## config.mk

```make
export PLATFORM = sky130hd
export DESIGN_NAME = modem_reply_scanner_unit
export DESIGN_NICKNAME = d
export VERILOG_FILES = /design/src/rtl/mrs_pkg.sv /design/src/rtl/mrs_window.sv /design/src/rtl/mrs_frame.sv /design/src/rtl/modem_reply_scanner_unit.sv
export SDC_FILE = /design/constraint.sdc
export NUM_CORES = 1
export LEC_CHECK = 0
export ABC_AREA = 1
export CORE_ASPECT_RATIO = 1.4
export CORE_MARGIN = 3
export CORE_UTILIZATION = 25
export CTS_BUF_LIST = sky130_fd_sc_hd__clkbuf_16
export DETAILED_ROUTE_END_ITERATION = 12
export DONT_BUFFER_PORTS = 1
export HOLD_SLACK_MARGIN = 0.03
export PLACE_DENSITY = 0.48
export SETUP_SLACK_MARGIN = 0.15
export SYNTH_ARGS = -nofsm -noshare
export SYNTH_HDL_FRONTEND = slang
export SYNTH_HIERARCHICAL = 1
export SYNTH_SLANG_ARGS = --single-unit
```

## constraint.sdc

```tcl
create_clock -name i_clk -period 6.35 [get_ports i_clk]
set_input_delay 0.9525 -clock i_clk [delete_from_list [all_inputs] [get_ports i_clk]]
set_output_delay 0.9525 -clock i_clk [all_outputs]
set_load 0.01 [all_outputs]
```

## src/rtl/mrs_pkg.sv

```systemverilog
// shared types and constants for the modem reply scanner
package mrs_pkg;

    typedef logic [7:0] t_byte;

    // pattern matches on the five-byte window of recent bytes
    typedef struct packed {
        logic tx_ok;
        logic ok;
        logic otaa;
        logic at_error;
    } t_win_hits;

    localparam int WIN_DEPTH = 5;

    // item kinds carried on the input tuser bit
    localparam logic KIND_BYTE  = 1'b0;
    localparam logic KIND_CLEAR = 1'b1;

    // characters the scanner looks for
    localparam t_byte CH_GT    = 8'h3E;  // '>'
    localparam t_byte CH_CR    = 8'h0D;
    localparam t_byte CH_LF    = 8'h0A;
    localparam t_byte CH_SPACE = 8'h20;
    localparam t_byte CH_LO_T  = 8'h74;  // 't'
    localparam t_byte CH_LO_X  = 8'h78;  // 'x'
    localparam t_byte CH_LO_O  = 8'h6F;  // 'o'
    localparam t_byte CH_LO_K  = 8'h6B;  // 'k'
    localparam t_byte CH_O     = 8'h4F;
    localparam t_byte CH_K     = 8'h4B;
    localparam t_byte CH_T     = 8'h54;
    localparam t_byte CH_A     = 8'h41;
    localparam t_byte CH_E     = 8'h45;
    localparam t_byte CH_R     = 8'h52;
    localparam t_byte CH_I     = 8'h49;
    localparam t_byte CH_D     = 8'h44;
    localparam t_byte CH_UNDER = 8'h5F;  // '_'

    // frame index at which a reply frame is complete
    localparam int REPLY_LEN = 17;

    // frame store positions that the pattern checks read; only these are kept
    localparam int KEEP_N = 7;
    localparam int SLOT_P2  = 0;
    localparam int SLOT_P3  = 1;
    localparam int SLOT_P4  = 2;
    localparam int SLOT_P5  = 3;
    localparam int SLOT_P6  = 4;
    localparam int SLOT_P7  = 5;
    localparam int SLOT_P14 = 6;
    localparam int KEEP_POS [KEEP_N] = '{2, 3, 4, 5, 6, 7, 14};

    // result tdata layout, lowest bit first
    localparam int OUT_BITS  = 61;
    localparam int OUT_BYTES = (OUT_BITS + 7) / 8;
    localparam int POS_BITS  = 7;
    localparam int TOTAL_BITS = 16;

endpackage

```

## src/rtl/mrs_window.sv

```systemverilog
// five-byte window of recent bytes and its fixed pattern matches
module mrs_window (
    input  logic              i_clk,
    input  logic              i_rst_n,
    input  logic              i_step,
    input  mrs_pkg::t_byte    i_byte,
    output mrs_pkg::t_win_hits o_hits
);

    mrs_pkg::t_byte r_win [mrs_pkg::WIN_DEPTH];
    mrs_pkg::t_byte n_win [mrs_pkg::WIN_DEPTH];

    // entry 4 is the newest byte
    always_comb begin
        for (int i = 0; i < mrs_pkg::WIN_DEPTH - 1; i++) begin
            n_win[i] = r_win[i + 1];
        end
        n_win[mrs_pkg::WIN_DEPTH - 1] = i_byte;
    end

    always_ff @(posedge i_clk) begin
        if (!i_rst_n) begin
            for (int i = 0; i < mrs_pkg::WIN_DEPTH; i++) begin
                r_win[i] <= '0;
            end
        end else if (i_step) begin
            r_win <= n_win;
        end
    end

    // matches are taken on the window after the shift; middle of tx pattern is a wildcard
    always_comb begin
        o_hits.tx_ok    = (n_win[0] == mrs_pkg::CH_LO_T) && (n_win[1] == mrs_pkg::CH_LO_X) &&
                          (n_win[3] == mrs_pkg::CH_LO_O) && (n_win[4] == mrs_pkg::CH_LO_K);
        o_hits.ok       = (n_win[1] == mrs_pkg::CH_CR) && (n_win[2] == mrs_pkg::CH_LF) &&
                          (n_win[3] == mrs_pkg::CH_O) && (n_win[4] == mrs_pkg::CH_K);
        o_hits.otaa     = (n_win[1] == mrs_pkg::CH_O) && (n_win[2] == mrs_pkg::CH_T) &&
                          (n_win[3] == mrs_pkg::CH_A) && (n_win[4] == mrs_pkg::CH_A);
        o_hits.at_error = (n_win[0] == mrs_pkg::CH_A) && (n_win[1] == mrs_pkg::CH_T) &&
                          (n_win[2] == mrs_pkg::CH_UNDER) && (n_win[3] == mrs_pkg::CH_E) &&
                          (n_win[4] == mrs_pkg::CH_R);
    end

endmodule

```

## src/rtl/mrs_frame.sv

```systemverilog
// frame index, byte total and the frame store positions that the checks read
module mrs_frame #(
    parameter int FRAME_BYTES = 64,
    parameter int IDX_BITS    = $clog2(FRAME_BYTES + 1)
) (
    input  logic                          i_clk,
    input  logic                          i_rst_n,
    input  logic                          i_step,
    input  logic                          i_clear,
    input  mrs_pkg::t_byte                i_byte,
    output logic                          o_reply_hit,
    output logic                          o_id_hit,
    output logic [31:0]                   o_id_value,
    output logic [IDX_BITS-1:0]           o_index,
    output logic [mrs_pkg::TOTAL_BITS-1:0] o_total
);

    mrs_pkg::t_byte r_keep [mrs_pkg::KEEP_N];
    mrs_pkg::t_byte n_keep [mrs_pkg::KEEP_N];
    logic [IDX_BITS-1:0]            r_index;
    logic [IDX_BITS-1:0]            n_index;
    logic [mrs_pkg::TOTAL_BITS-1:0] r_total;
    logic [mrs_pkg::TOTAL_BITS-1:0] n_total;
    logic [IDX_BITS-1:0]            w_idx_eff;
    logic                           w_write;

    // '>' restarts the frame before the byte is stored
    assign w_idx_eff = (i_byte == mrs_pkg::CH_GT) ? '0 : r_index;
    assign w_write   = (w_idx_eff < IDX_BITS'(FRAME_BYTES));

    always_comb begin
        for (int k = 0; k < mrs_pkg::KEEP_N; k++) begin
            if (i_clear) begin
                n_keep[k] = mrs_pkg::CH_SPACE;
            end else if (w_write && (w_idx_eff == IDX_BITS'(mrs_pkg::KEEP_POS[k]))) begin
                n_keep[k] = i_byte;
            end else begin
                n_keep[k] = r_keep[k];
            end
        end
        if (i_clear) begin
            n_index = '0;
            n_total = '0;
        end else begin
            n_index = w_write ? w_idx_eff + 1'b1 : w_idx_eff;
            n_total = r_total + 1'b1;
        end
    end

    always_ff @(posedge i_clk) begin
        if (!i_rst_n) begin
            for (int k = 0; k < mrs_pkg::KEEP_N; k++) begin
                r_keep[k] <= mrs_pkg::CH_SPACE;
            end
            r_index <= '0;
            r_total <= '0;
        end else if (i_step) begin
            r_keep  <= n_keep;
            r_index <= n_index;
            r_total <= n_total;
        end
    end

    // checks read the store after this byte is written
    assign o_reply_hit = !i_clear && (n_index == IDX_BITS'(mrs_pkg::REPLY_LEN)) &&
                         (n_keep[mrs_pkg::SLOT_P2] == mrs_pkg::CH_E) &&
                         (n_keep[mrs_pkg::SLOT_P3] == mrs_pkg::CH_A) &&
                         (n_keep[mrs_pkg::SLOT_P14] == mrs_pkg::CH_E);
    assign o_id_hit    = !i_clear && (n_keep[mrs_pkg::SLOT_P2] == mrs_pkg::CH_I) &&
                         (n_keep[mrs_pkg::SLOT_P7] == mrs_pkg::CH_D);
    assign o_id_value  = o_id_hit ? {n_keep[mrs_pkg::SLOT_P3], n_keep[mrs_pkg::SLOT_P4],
                                     n_keep[mrs_pkg::SLOT_P5], n_keep[mrs_pkg::SLOT_P6]}
                                  : '0;
    assign o_index     = n_index;
    assign o_total     = n_total;

endmodule

```

## src/rtl/modem_reply_scanner_unit.sv

```systemverilog
// top level of the modem reply scanner: input register, scan logic, result register
//
// Scans a stream of received modem bytes and returns one result transaction per
// input transaction, in order. An input with tuser = 0 is a received byte: it bumps
// a wrapping 16-bit byte total, shifts into a five-byte window and, while the frame
// index is below FRAME_BYTES, is written to the frame store at that index ('>' first
// restarts the index). The result flags the window patterns "tx?ok", CR LF "OK",
// "OTAA" and "AT_ER", a 17-byte reply frame with 'E','A' at positions 2,3 and 'E' at
// 14, and an identifier ('I' at 2, 'D' at 7) with the four bytes at positions 3..6.
// An input with tuser = 1 refills the store with spaces and zeroes index and total;
// its result carries all zeros and the window is kept. Only the store positions the
// checks read are held in flip-flops, so there is no memory and no clearing pass.
// Throughput is one transaction per clock while results are taken: the byte sits in
// the input register, the compares on the next window and store state are
// combinational, and the result register holds the answer; a stalled result keeps
// the next item waiting in the input register. The input side stays ready while the
// result register drains.
module modem_reply_scanner_unit #(
    parameter int FRAME_BYTES = 64
) (
    input  logic        i_clk,
    input  logic        i_rst_n,
    input  logic        i_s_tvalid,
    output logic        o_s_tready,
    input  logic [7:0]  i_s_tdata,   // [7:0] rx_byte
    input  logic        i_s_tuser,   // [0] kind
    output logic        o_m_tvalid,
    input  logic        i_m_tready,
    // [0] tx_ok_hit, [1] ok_hit, [2] otaa_hit, [3] at_error_hit, [4] reply_frame_hit,
    // [5] id_hit, [37:6] id_value, [44:38] frame_position, [60:45] bytes_seen, rest zero
    output logic [mrs_pkg::OUT_BYTES*8-1:0] o_m_tdata
);

    localparam int IDX_BITS = $clog2(FRAME_BYTES + 1);
    localparam int OUT_W    = mrs_pkg::OUT_BYTES * 8;

    // input register
    logic           r_in_valid;
    logic           r_in_kind;
    mrs_pkg::t_byte r_in_byte;

    // result register
    logic             r_out_valid;
    logic [OUT_W-1:0] r_out_data;

    // advance: item in the input register moves into the result register
    logic w_move;

    mrs_pkg::t_win_hits                 w_hits;
    logic                               w_reply;
    logic                               w_id_hit;
    logic [31:0]                        w_id_value;
    logic [IDX_BITS-1:0]                w_index;
    logic [mrs_pkg::TOTAL_BITS-1:0]     w_total;
    logic [IDX_BITS+mrs_pkg::POS_BITS-1:0] w_index_ext;
    logic [mrs_pkg::POS_BITS-1:0]       w_position;
    logic                               w_clear;
    logic [OUT_W-1:0]                   w_packed;

    assign w_move     = r_in_valid && (!r_out_valid || i_m_tready);
    assign o_s_tready = !r_in_valid || w_move;
    assign w_clear    = (r_in_kind == mrs_pkg::KIND_CLEAR);

    always_ff @(posedge i_clk) begin
        if (!i_rst_n) begin
            r_in_valid <= 1'b0;
        end else if (o_s_tready) begin
            r_in_valid <= i_s_tvalid;
        end
    end

    always_ff @(posedge i_clk) begin
        if (i_s_tvalid && o_s_tready) begin
            r_in_kind <= i_s_tuser;
            r_in_byte <= i_s_tdata;
        end
    end

    mrs_window u_window (
        .i_clk   (i_clk),
        .i_rst_n (i_rst_n),
        .i_step  (w_move && !w_clear),
        .i_byte  (r_in_byte),
        .o_hits  (w_hits)
    );

    mrs_frame #(
        .FRAME_BYTES (FRAME_BYTES),
        .IDX_BITS    (IDX_BITS)
    ) u_frame (
        .i_clk       (i_clk),
        .i_rst_n     (i_rst_n),
        .i_step      (w_move),
        .i_clear     (w_clear),
        .i_byte      (r_in_byte),
        .o_reply_hit (w_reply),
        .o_id_hit    (w_id_hit),
        .o_id_value  (w_id_value),
        .o_index     (w_index),
        .o_total     (w_total)
    );

    // frame position carries the low seven bits of the index
    assign w_index_ext = {{mrs_pkg::POS_BITS{1'b0}}, w_index};
    assign w_position  = w_index_ext[mrs_pkg::POS_BITS-1:0];

    // window hits are zero on a clear transaction
    assign w_packed = {{(OUT_W - mrs_pkg::OUT_BITS){1'b0}},
                       w_total,
                       w_position,
                       w_id_value,
                       w_id_hit,
                       w_reply,
                       w_hits.at_error && !w_clear,
                       w_hits.otaa && !w_clear,
                       w_hits.ok && !w_clear,
                       w_hits.tx_ok && !w_clear};

    always_ff @(posedge i_clk) begin
        if (!i_rst_n) begin
            r_out_valid <= 1'b0;
        end else if (w_move) begin
            r_out_valid <= 1'b1;
        end else if (i_m_tready) begin
            r_out_valid <= 1'b0;
        end
    end

    always_ff @(posedge i_clk) begin
        if (w_move) begin
            r_out_data <= w_packed;
        end
    end

    assign o_m_tvalid = r_out_valid;
    assign o_m_tdata  = r_out_data;

endmodule

```

==> results.py, run 1 <==
metrics = {
    "routing": {
        "wire_per_inst_um": 15.13,
        "detail_route.first_pass.iterations": 5,
        "drc_errors": 0,
        "antenna_left": 0,
        "drtIter0Drc": 442,
        "vias": 6530,
        "routed_via_density": 4.516,
        "drt-total-wl_mm": 21.88,
    },
    "timing": {
        "setup_violations": 0,
        "worstMarginPinSlew_ns": 1.036,
        "slew_viol_final": 0,
        "rsz0062_at_grt": "false",
        "fmax_mhz": 295.8,
        "period_minus_slack_ns": 3.381,
        "slew_headroom_pct": 30.94,
        "clock-skew-final_ns": 0.01335,
        "post-route-period-util_pct": 53.24,
        "hold_viol_final": 0,
        "tns_ns": 0,
    },
    "die": {
        "coreArea_um2": 32690,
        "die_area_um2": 35740,
        "die_width_um": 160.6,
        "die_h_um": 222.5,
        "ios": 79,
        "core.rowCount": 78,
        "initial_core_util_pct": 25.60,
    },
    "run": {
        "cap_violations": 0,
    },
    "global_routing": {
        "grt_max_degree": 113,
        "grt_pass1_vias": 6124,
        "gr-total-overflow": 0,
        "grt_use_total_pct": 12.13,
        "antenna_found_initial": 2,
        "grt_pass1_wl_mm": 34.34,
    },
    "clock_network": {
        "clkTransAtPathRegs_ns": 0.07,
        "clock_latency_ns": 0.44,
        "cts_resized": 0,
        "clockBufferDepth": 2,
        "h-tree-depth": 4,
        "cts_num_sinks": 183,
        "cts_setup_buffers": 0,
        "hold_buffers": 0,
        "cts_tree": "done",
        "numCtsBuffers": 17,
        "cts-root-buf": "clkbuf_16",
    },
    "placed_design": {
        "placed_area_um2": 8661,
        "io_buffers": 0,
        "dpl.hpwl_mm": 14.31,
        "dp.cells": 1413,
        "place_congestion": 0.8550,
    },
    "pwr": {
        "internal_power_uw": 1930,
        "p_leak_uw": 0.003513,
        "max-vdd-ir-drop_uv": 149.2,
        "switching_share_pct": 26.90,
        "comb_power_share_pct": 7.8,
        "switchingPower_uw": 710.3,
        "power_frac_seq_pct": 50.8,
        "power_density_nw_per_um2": 284.9,
        "pwr-share-clk_pct": 41.4,
    },
    "logic_synthesis": {
        "ys_seq_elements": 183,
        "syn_avg_cell_area_um2": 8.181,
        "syn_inst": 1023,
        "seq_area_frac_synth_pct": 52.15,
        "synth_cell_types": 36,
        "netlist_area_um2": 8369,
        "yosysWarningCount": 6,
    },
    "setup_path": {
        "crit_path_max_fanout": 33,
        "arrival_ns": 3.65,
        "cp.required_ns": 6.62,
        "critPathCaptureType": "flip-flop",
        "cp-start-kind": "flip-flop",
        "path_class": "reg -> reg",
    },
    "worst_hold_path": {
        "hold_path.class": "reg -> reg",
    },
    "outcome": {
        "status": "finished clean",
    },
    "cells_and_area": {
        "area_growth_pct": 10.73,
        "finish.utilization_pct": 28.35,
        "final_nets": 1010,
        "design_area_um2": 9268,
        "drive_above_1_share_pct": 9.851,
        "instances_no_fill": 1446,
    },
}
[area by class of cell]
type / count / area [um2]
flip-flops and latches: 183 / 4364
clock inverters: 14 / 153.9
fillers: 3538 / 23430
multi-input cells: 665 / 3253
inverters: 121 / 462.9
diodes: 1 / 2.502
repair buffers: 4 / 30.03
clock buffers: 18 / 450.4
well taps: 440 / 550.5
[synth_stat cells, drive strengths merged]
cell,instances,area [um2]
ha,5,62.56
inv,119,449.2
o31ai,1,21.27
a21o,1,7.510
nand4,16,100.1
a21oi,94,478.0
dfxtp,113,2262
buf,27,195.2
conb,1,3.750
nand3,64,355.3
o21ba,1,10.01
clkinv,2,8.750
edfxtp,70,2102
nor2,163,704.4
nor3,7,40.04
nand3b,4,30.03
o21ai,118,594.3
o21bai,1,7.510
clkbuf,29,108.9
nor4,1,6.260
nand2,157,604.3
o211ai,29,217.7
[path summary, 6_finish.rpt]
| check | from | cells past startpoint | to | slack (ns) |
|---|---|---|---|---|
| setup / recovery | r_in_byte[7]$_DFFE_PP_ | 18 | o_m_tdata[37]$_DFFE_PP_ | 2.97 |
| hold / removal | u_frame/r_keep[5]$_SDFFE_PN1P_ | 2 | u_frame/r_keep[5]$_SDFFE_PN1P_ | 0.47 |
| setup reg to reg | r_in_byte[7]$_DFFE_PP_ | 18 | o_m_tdata[37]$_DFFE_PP_ | 2.97 |
| hold reg to reg | u_frame/r_keep[5]$_SDFFE_PN1P_ | 2 | u_frame/r_keep[5]$_SDFFE_PN1P_ | 0.47 |
[cells in the final DEF, fill, tap and decap left out, types with 5 or more instances in the layout]
cell	netlist	routed
nand2_1	155	155
nor2_1	126	125
dfxtp_1	113	113
o21ai_0	112	112
inv_1	109	108
a21oi_1	92	92
edfxtp_1	70	70
nand3_1	60	60
nor2_2	37	38
o211ai_1	29	29
clkbuf_16	0	18
nand4_1	16	16
inv_2	9	10
inv_6	0	6
nor3_1	6	6
o21ai_1	5	5
ha_1	5	5
[layer usage]
| metal | GRT usage [%] | up-vias | routed length, um | part of all wire (%) |
|---|---|---|---|---|
| met5 | 0 | - | 13 | 0.059 |
| met4 | 3.361 | 2 | 244 | 1.1 |
| met3 | 2.835 | 17 | 847 | 3.9 |
| met2 | 21.52 | 116 | 11240 | 51 |
| met1 | 14.61 | 3060 | 9533 | 44 |
| li1 | - | 3335 | - | - |
[state kept, by name, summed over array words and instances (netlist names)]
signal and flops:
r_in_valid 1, r_in_byte 8, r_in_kind 1, o_m_tdata 61, o_m_tvalid 1, u_frame/r_total 16, u_frame/r_keep 56, u_window/n_win 32
u_frame/r_index 7
[logic make-up (layout without fill, tap and decap cells)]
| logic type | count (synthesis) | count (layout) | share of synthesized area [%] |
|---|---|---|---|
| other | 1 | 4 | 0.04481 |
| and+or+nand+nor | 412 | 412 | 21.99 |
| buffers and inverters | 177 | 157 | 9.104 |
| adders and majority gates | 5 | 5 | 0.7475 |
| AOI/OAI and AO/OA | 245 | 245 | 15.97 |
| DFF | 183 | 183 | 52.15 |
[worst max-delay path: stages, from the launching register on]
cell and delay (ns):
edfxtp_1 0.46, inv_2 0.23, nand2_1 0.09, nor2_2 0.14
nand2_4 0.15, inv_1 0.11, nor2_1 0.07, inv_1 0.08
ha_1 0.34, nand3_4 0.17, clkinv_2 0.17, nand2_1 0.06
nand2_1 0.07, nor2_1 0.06, inv_2 0.05, nand2_1 0.08
nor2_2 0.16, nand3_4 0.45, nor2_1 0.24
[power groups by stage]
stage	logic (uW)	clock network (uW)	registers [uW]
6_report	205	1090	1340
4_1_cts	208	1130	1340
2_1_floorplan	174	0	1350
3_5_place_dp	207	0	1370
3_3_place_gp	205	0	1370
5_1_grt	235	1170	1350
[metrics by stage]
| stage | setup slack (ns) | total power (uW) | hold WS [ns] |
|---|---|---|---|
| after floorplan | 2.940 | 1527 | 0.4423 |
| after global placement | 3.022 | 1574 | 0.4611 |
| after detailed placement | 2.921 | 1577 | 0.4630 |
| after CTS | 2.880 | 2685 | 0.4835 |
| after global routing | 2.555 | 2759 | 0.5117 |
| final | 2.969 | 2640 | 0.4748 |
Note: power is estimated with default switching activity, not from simulation.
==> inputs of run 2 (changes only) <==
ABC_AREA = 0   (was 1)
PLACE_DENSITY = 0.5   (was 0.48)
clock period = 2.9 ns   (was 6.35 ns; I/O delays follow)
==> run 2 against run 1 <==
Clock-buffer cell count unchanged; worst hold slack got worse by 0.39 ns; setup slack got worse by 2.6 ns; via count decreased by 7.2%; design area increased by 6.6%; critical path type unchanged; sequential cell count unchanged; synthesized cell count decreased by 21%; die area increased by 4.2%.
==> results.py, run 2 <==
metrics = {
    "timing": {
        "rsz0062_at_grt": "false",
        "worstMarginPinSlew_ns": 0.7802,
        "slew_headroom_pct": 47.93,
        "fmax_mhz": 393.1,
        "hold_viol_final": 0,
        "tns_ns": 0,
        "slew_viol_final": 0,
        "setup_violations": 0,
        "clock-skew-final_ns": 0.01407,
        "period_minus_slack_ns": 2.544,
        "post-route-period-util_pct": 87.71,
    },
    "die": {
        "die_area_um2": 37230,
        "die_h_um": 227.1,
        "core.rowCount": 80,
        "ios": 79,
        "coreArea_um2": 34230,
        "die_width_um": 163.9,
        "initial_core_util_pct": 25.50,
    },
    "setup_path": {
        "crit_path_max_fanout": 33,
        "path_class": "reg -> reg",
        "slowest_delay_ns": 0.40,
        "cp.required_ns": 3.16,
        "slowest_stage": "and4bb_4",
        "critPathLaunch": "r_in_byte[6]$_DFFE_PP_",
        "crit_chain": "and4bb_4 -> nand2_1 -> and2_1 -> ha_1 -> inv_2 -> o2111ai_1 -> a22o_2 -> buf_12 -> nor4_1",
        "cp-start-kind": "flip-flop",
        "reg2reg_from": "r_in_byte[6]$_DFFE_PP_",
        "critPathCaptureType": "flip-flop",
        "arrival_ns": 2.81,
    },
    "routing": {
        "detail_route.first_pass.iterations": 4,
        "antenna_left": 0,
        "wire_per_inst_um": 18.83,
        "drt-total-wl_mm": 23.82,
        "routed_via_density": 4.793,
        "vias": 6063,
        "drtIter0Drc": 444,
        "drc_errors": 0,
    },
    "logic_synthesis": {
        "syn_avg_cell_area_um2": 10.86,
        "async_reset_ff_share_pct": 0,
        "synth_ff_type": "dfxtp_1",
        "synth_cell_types": 78,
        "seq_area_frac_synth_pct": 49.99,
        "synth_top_cell_by_area": "dfxtp_1",
        "netlist_area_um2": 8731,
        "ys_seq_elements": 183,
        "syn_inst": 804,
        "synth_edf_count": 70,
        "synth_top_area_share_pct": 25.91,
        "yosysWarningCount": 6,
        "synthTopCellsByArea": "dfxtp_1, edfxtp_1, mux2i_1",
        "synth.cells.most_frequent": "dfxtp_1, nor2b_1, edfxtp_1",
        "synth_most_common_cell": "dfxtp_1",
    },
    "pwr": {
        "p_leak_uw": 0.002880,
        "pwr-share-clk_pct": 43.8,
        "internal_power_uw": 4059,
        "power_density_nw_per_um2": 543.5,
        "power_frac_seq_pct": 51.7,
        "comb_power_share_pct": 4.5,
        "max-vdd-ir-drop_uv": 367.7,
        "switching_share_pct": 24.41,
        "switchingPower_uw": 1311,
    },
    "cells_and_area": {
        "final_common_cell": "dfxtp_1",
        "multi_input_area_um2": 4049,
        "area_growth_pct": 13.16,
        "fillCellCount": 3584,
        "final_cell_mix": "dfxtp_1, nor2b_1, edfxtp_1, mux2i_1, a22oi_1",
        "drive_above_1_share_pct": 15.17,
        "design_area_um2": 9879,
        "finish.utilization_pct": 28.86,
        "ff_latch_area_um2": 4364,
        "largest_register_ff_count": 61,
        "final_nets": 816,
    },
    "placed_design": {
        "placed_area_um2": 9271,
        "io_buffers": 0,
        "place_congestion": 0.8840,
        "dpl.hpwl_mm": 15.82,
    },
    "clock_network": {
        "h-tree-depth": 4,
        "cts-root-buf": "clkbuf_16",
        "hold_buffers": 0,
        "clkTransAtPathRegs_ns": 0.07,
        "cts_num_sinks": 183,
        "cts_setup_buffers": 0,
        "clockBufferDepth": 2,
        "cts_resized": 0,
        "cts_tree": "done",
        "clock_latency_ns": 0.45,
        "numCtsBuffers": 17,
    },
    "outcome": {
        "status": "finished clean",
    },
    "global_routing": {
        "grt_pass1_wl_mm": 36.80,
        "grt-busiest-layer": "met2",
        "grt_max_degree": 122,
        "gr-total-overflow": 0,
        "use_met2_pct": 22.75,
        "use_met3_pct": 3.185,
        "grt_use_total_pct": 13.01,
        "use_met1_pct": 15.14,
        "grt_pass1_vias": 6114,
        "antenna_found_initial": 4,
    },
    "run": {
        "cap_violations": 0,
    },
    "worst_hold_path": {
        "min_from": "i_s_tdata[1]",
        "hold_path.class": "in -> reg",
    },
}
==> run 2: cell types whose count changed after synthesis, sizes merged, moves of 28 or more <==
cell    before  now
a21oi       94   22
a22oi        0   36
inv        119   10
mux2i        0   67
nand2      157   22
nand3       64   17
nor2       163   34
nor2b        0   99
nor3         7   53
o211ai      29    1
o21ai      118   41
==> run 2: cell families after synthesis <==
family,after synthesis,synth area share (%)
simple gates,308,22.90
flops,183,49.99
compound gates,152,12.61
mux,72,8.369
buf+inv,69,3.970
xor+xnor,14,1.404
fa+ha+maj,5,0.7165
other cells,1,0.04295
==> run 2: metal layers <==
metal | vias up | wire, um
li1 | 2947 | -
met4 | 2 | 567
met5 | - | 13
met3 | 31 | 999
met2 | 134 | 12170
met1 | 2949 | 10070
==> run 2: final timing paths <==
kind / depth (start not counted) / slack (ns) / end
worst max-delay path: 9 / 0.36 / o_m_tdata[33]$_DFFE_PP_
worst min-delay path: 0 / 0.08 / r_in_byte[1]$_DFFE_PP_
worst max register to register: 9 / 0.36 / o_m_tdata[33]$_DFFE_PP_
worst min register to register: 2 / 0.49 / u_frame/r_keep[49]$_SDFFE_PN0P_
==> run 2: power groups by stage <==
stage          Clock, uW  Sequential, uW  Combinational, uW
3_5_place_dp           0            2840                243
4_1_cts             2440            2780                244
5_1_grt             2540            2780                259
3_3_place_gp           0            2840                244
6_report            2350            2780                241
2_1_floorplan          0            2830                177
==> run 2: layout make-up <==
cell class	instances	share of cell area (%)
Sequential cell	183	44.17
Multi-Input combinational cell	554	40.98
Tap cell	451	5.712
Clock buffer	18	4.559
Timing Repair Buffer	32	2.685
Clock inverter	14	1.431
Inverter	10	0.3799
Antenna cell	3	0.07599
==> run 2: worst max-delay path, delay by kind of cell (launching register included) <==
family	cells	cell delay, ns
adders and majority gates	1	0.21
AOI/OAI and AO/OA	2	0.48
DFF	1	0.39
and+or+nand+nor	4	0.96
buffers and inverters	2	0.31
==> run 2: stage by stage <==
stage,hold slack [ns],worst slack (ns),total power (uW),instances
3_3_place_gp,0.4677,0.2619,3081,1230
3_5_place_dp,0.4755,0.2236,3081,1230
5_1_grt,0.05710,0.2098,5577,1262
6_report,0.08360,0.3564,5370,1265
4_1_cts,0.05370,0.2042,5465,1262
2_1_floorplan,0.4555,0.1643,3002,806
==> inputs of run 3 (changes only) <==
CORE_UTILIZATION = 30   (was 25)
PLACE_DENSITY = 0.55   (was 0.5)
==> run 3 against run 2 <==
Clock-buffer cell count up 1; non-clock buffer count rose by 1; worst hold slack got worse by 0.00062 ns; global-route usage is 1.8 points higher; setup slack lost 0.084 ns; combinational power about the same; utilization rose by 5.7 points; clock power grew 3%; wire length is 5.0% lower; via count fell by 0.35%; sequential power is essentially flat; maximum frequency fell by 3.2%; highest routed layer unchanged.
==> results.py, run 3 (same netlist as run 2, synthesis figures left out) <==
metrics = {
    "global_routing": {
        "gr-total-overflow": 0,
        "grt_use_total_pct": 14.86,
        "grt_max_degree": 122,
        "grt_pass1_vias": 6184,
        "antenna_found_initial": 4,
        "grt_pass1_wl_mm": 35.71,
    },
    "clock_network": {
        "clock_latency_ns": 0.44,
        "h-tree-depth": 4,
        "numCtsBuffers": 17,
        "clkTransAtPathRegs_ns": 0.07,
        "cts-root-buf": "clkbuf_16",
        "cts_tree": "done",
        "cts_num_sinks": 183,
        "clockBufferDepth": 2,
    },
    "setup_path": {
        "worst-r2r-setup-slack_ns": 0.27,
        "reg2reg_from": "r_in_byte[6]$_DFFE_PP_",
        "worst_r2r_path_depth": 9,
        "slowest_stage": "and4bb_4",
        "cp-start-kind": "flip-flop",
        "slowest_delay_ns": 0.43,
        "crit_path_max_fanout": 21,
        "rr_endpoint": "o_m_tdata[14]$_DFFE_PP_",
        "path_class": "reg -> reg",
        "crit_chain": "and4bb_4 -> nand2_1 -> and2_1 -> ha_1 -> inv_1 -> o2111ai_1 -> a22o_4 -> buf_6 -> nor3_2",
        "arrival_ns": 2.91,
        "critPathCaptureType": "flip-flop",
        "cp.required_ns": 3.19,
    },
    "timing": {
        "slew_headroom_pct": 20.16,
        "hold_viol_final": 0,
        "setup_violations": 0,
        "tns_ns": 0,
        "worstMarginPinSlew_ns": 1.187,
        "slew_viol_final": 0,
        "rsz0062_at_grt": "true",
        "period_minus_slack_ns": 2.628,
        "post-route-period-util_pct": 90.62,
        "fmax_mhz": 380.5,
        "hold-worst-slack_ns": 0.08298,
        "clock-skew-final_ns": 0.009141,
    },
    "die": {
        "die_h_um": 207.9,
        "ios": 79,
        "die_width_um": 150.2,
        "die_area_um2": 31210,
        "coreArea_um2": 28500,
        "initial_core_util_pct": 30.64,
        "core.rowCount": 73,
    },
    "cells_and_area": {
        "ff_latch_area_um2": 4364,
        "final_nets": 817,
        "final_common_cell": "dfxtp_1",
        "drive_above_1_share_pct": 15.15,
        "largest_register_ff_count": 61,
        "area_growth_pct": 12.65,
        "antennaDiodeCount": 0,
        "final_cell_mix": "dfxtp_1, nor2b_1, edfxtp_1, mux2i_1, a22oi_1",
        "instances_no_fill": 1187,
        "multi_input_area_um2": 4066,
        "fillCellCount": 2894,
        "design_area_um2": 9836,
    },
    "routing": {
        "drc_errors": 0,
        "wire_per_inst_um": 19.07,
        "detail_route.first_pass.iterations": 4,
        "drtIter0Drc": 391,
        "wl_met2_mm": 11.46,
        "wl_met1_mm": 9.590,
        "routed_via_density": 5.090,
        "top_layer_used": "met5",
        "vias": 6042,
        "wl_met3_um": 967,
        "antenna_left": 0,
        "drt-total-wl_mm": 22.63,
    },
    "placed_design": {
        "place_congestion": 0.8123,
        "dp.cells": 1154,
        "io_buffers": 0,
        "placed_area_um2": 9176,
        "dpl.hpwl_mm": 14.87,
    },
    "pwr": {
        "power_density_nw_per_um2": 553.9,
        "power_uw": 5448,
        "max-vdd-ir-drop_uv": 319.1,
        "p_leak_uw": 0.002905,
    },
    "outcome": {
        "status": "finished clean",
    },
    "worst_hold_path": {
        "min_from": "i_s_tdata[3]",
        "hold_end": "r_in_byte[3]$_DFFE_PP_",
        "hold_path.class": "in -> reg",
        "hold_depth": 0,
    },
    "run": {
        "cap_violations": 0,
    },
}
## run 3: changes by cell type in the layout (fill, tap and decap cells not counted), sizes merged
cell / previous run / this run
inv: 18 / 16
clkbuf: 18 / 19
buf: 32 / 33
bufinv: 1 / 2
diode: 3 / 0
clkinvlp: 0 / 1
clkinv: 5 / 4
## run 3: cell type report
class                           instances  share of cell area (%)
Multi-Input combinational cell        554                   41.34
Tap cell                              375                   4.770
Inverter                               10                  0.4198
Clock buffer                           19                   4.834
Timing Repair Buffer                   33                   2.850
Clock inverter                         13                   1.412
Sequential cell                       183                   44.37
## run 3: how the worst max path moves through the flow
stage                                   end  slack (ns)              startpoint
detailed placement  o_m_tdata[14]$_DFFE_PP_        0.14  r_in_byte[6]$_DFFE_PP_
finish              o_m_tdata[14]$_DFFE_PP_        0.27  r_in_byte[6]$_DFFE_PP_
global placement     o_m_tdata[6]$_DFFE_PP_        0.25  r_in_byte[6]$_DFFE_PP_
floorplan           o_m_tdata[17]$_DFFE_PP_        0.16  r_in_byte[0]$_DFFE_PP_
CTS                 o_m_tdata[14]$_DFFE_PP_        0.22  r_in_byte[6]$_DFFE_PP_
global route         o_m_tdata[4]$_DFFE_PP_        0.11  r_in_byte[2]$_DFFE_PP_
## run 3: what timing repair did
item / CTS / global route
pin swaps: 0 / 0
endpoints found under the setup margin: 1 / 24
setup buffers: 0 / 1
gates cloned: 0 / 0
hold buffers: 0 / 0
resized for setup: 1 / 6
## run 3: stage by stage
step / worst slack (ns) / util (%)
final: 0.2720 / 34.51
after global routing: 0.1124 / 34.51
after CTS: 0.2239 / 34.37
after detailed placement: 0.1398 / 32.20
after global placement: 0.2540 / 32.20
after floorplan: 0.1643 / -
## run 3: critical path: cells and delay by family (launching register included)
family                     cells  cell delay, ns
buffers and inverters          2            0.38
adders and majority gates      1            0.20
and+or+nand+nor                4            0.93
AOI/OAI and AO/OA              2            0.54
DFF                            1            0.40
## run 3: power breakdown
group          leakage [uW]  internal, uW  switching, uW
clock              0.000311          1380           1050
sequential          0.00155          2720           50.8
combinational       0.00104          81.6            162
## run 3: routing by layer
metal  vias up  GRT usage, %
met5         -             0
met4         8         5.841
met3        39         4.499
met2       120         24.61
met1      2937         17.95
li1       2938             -
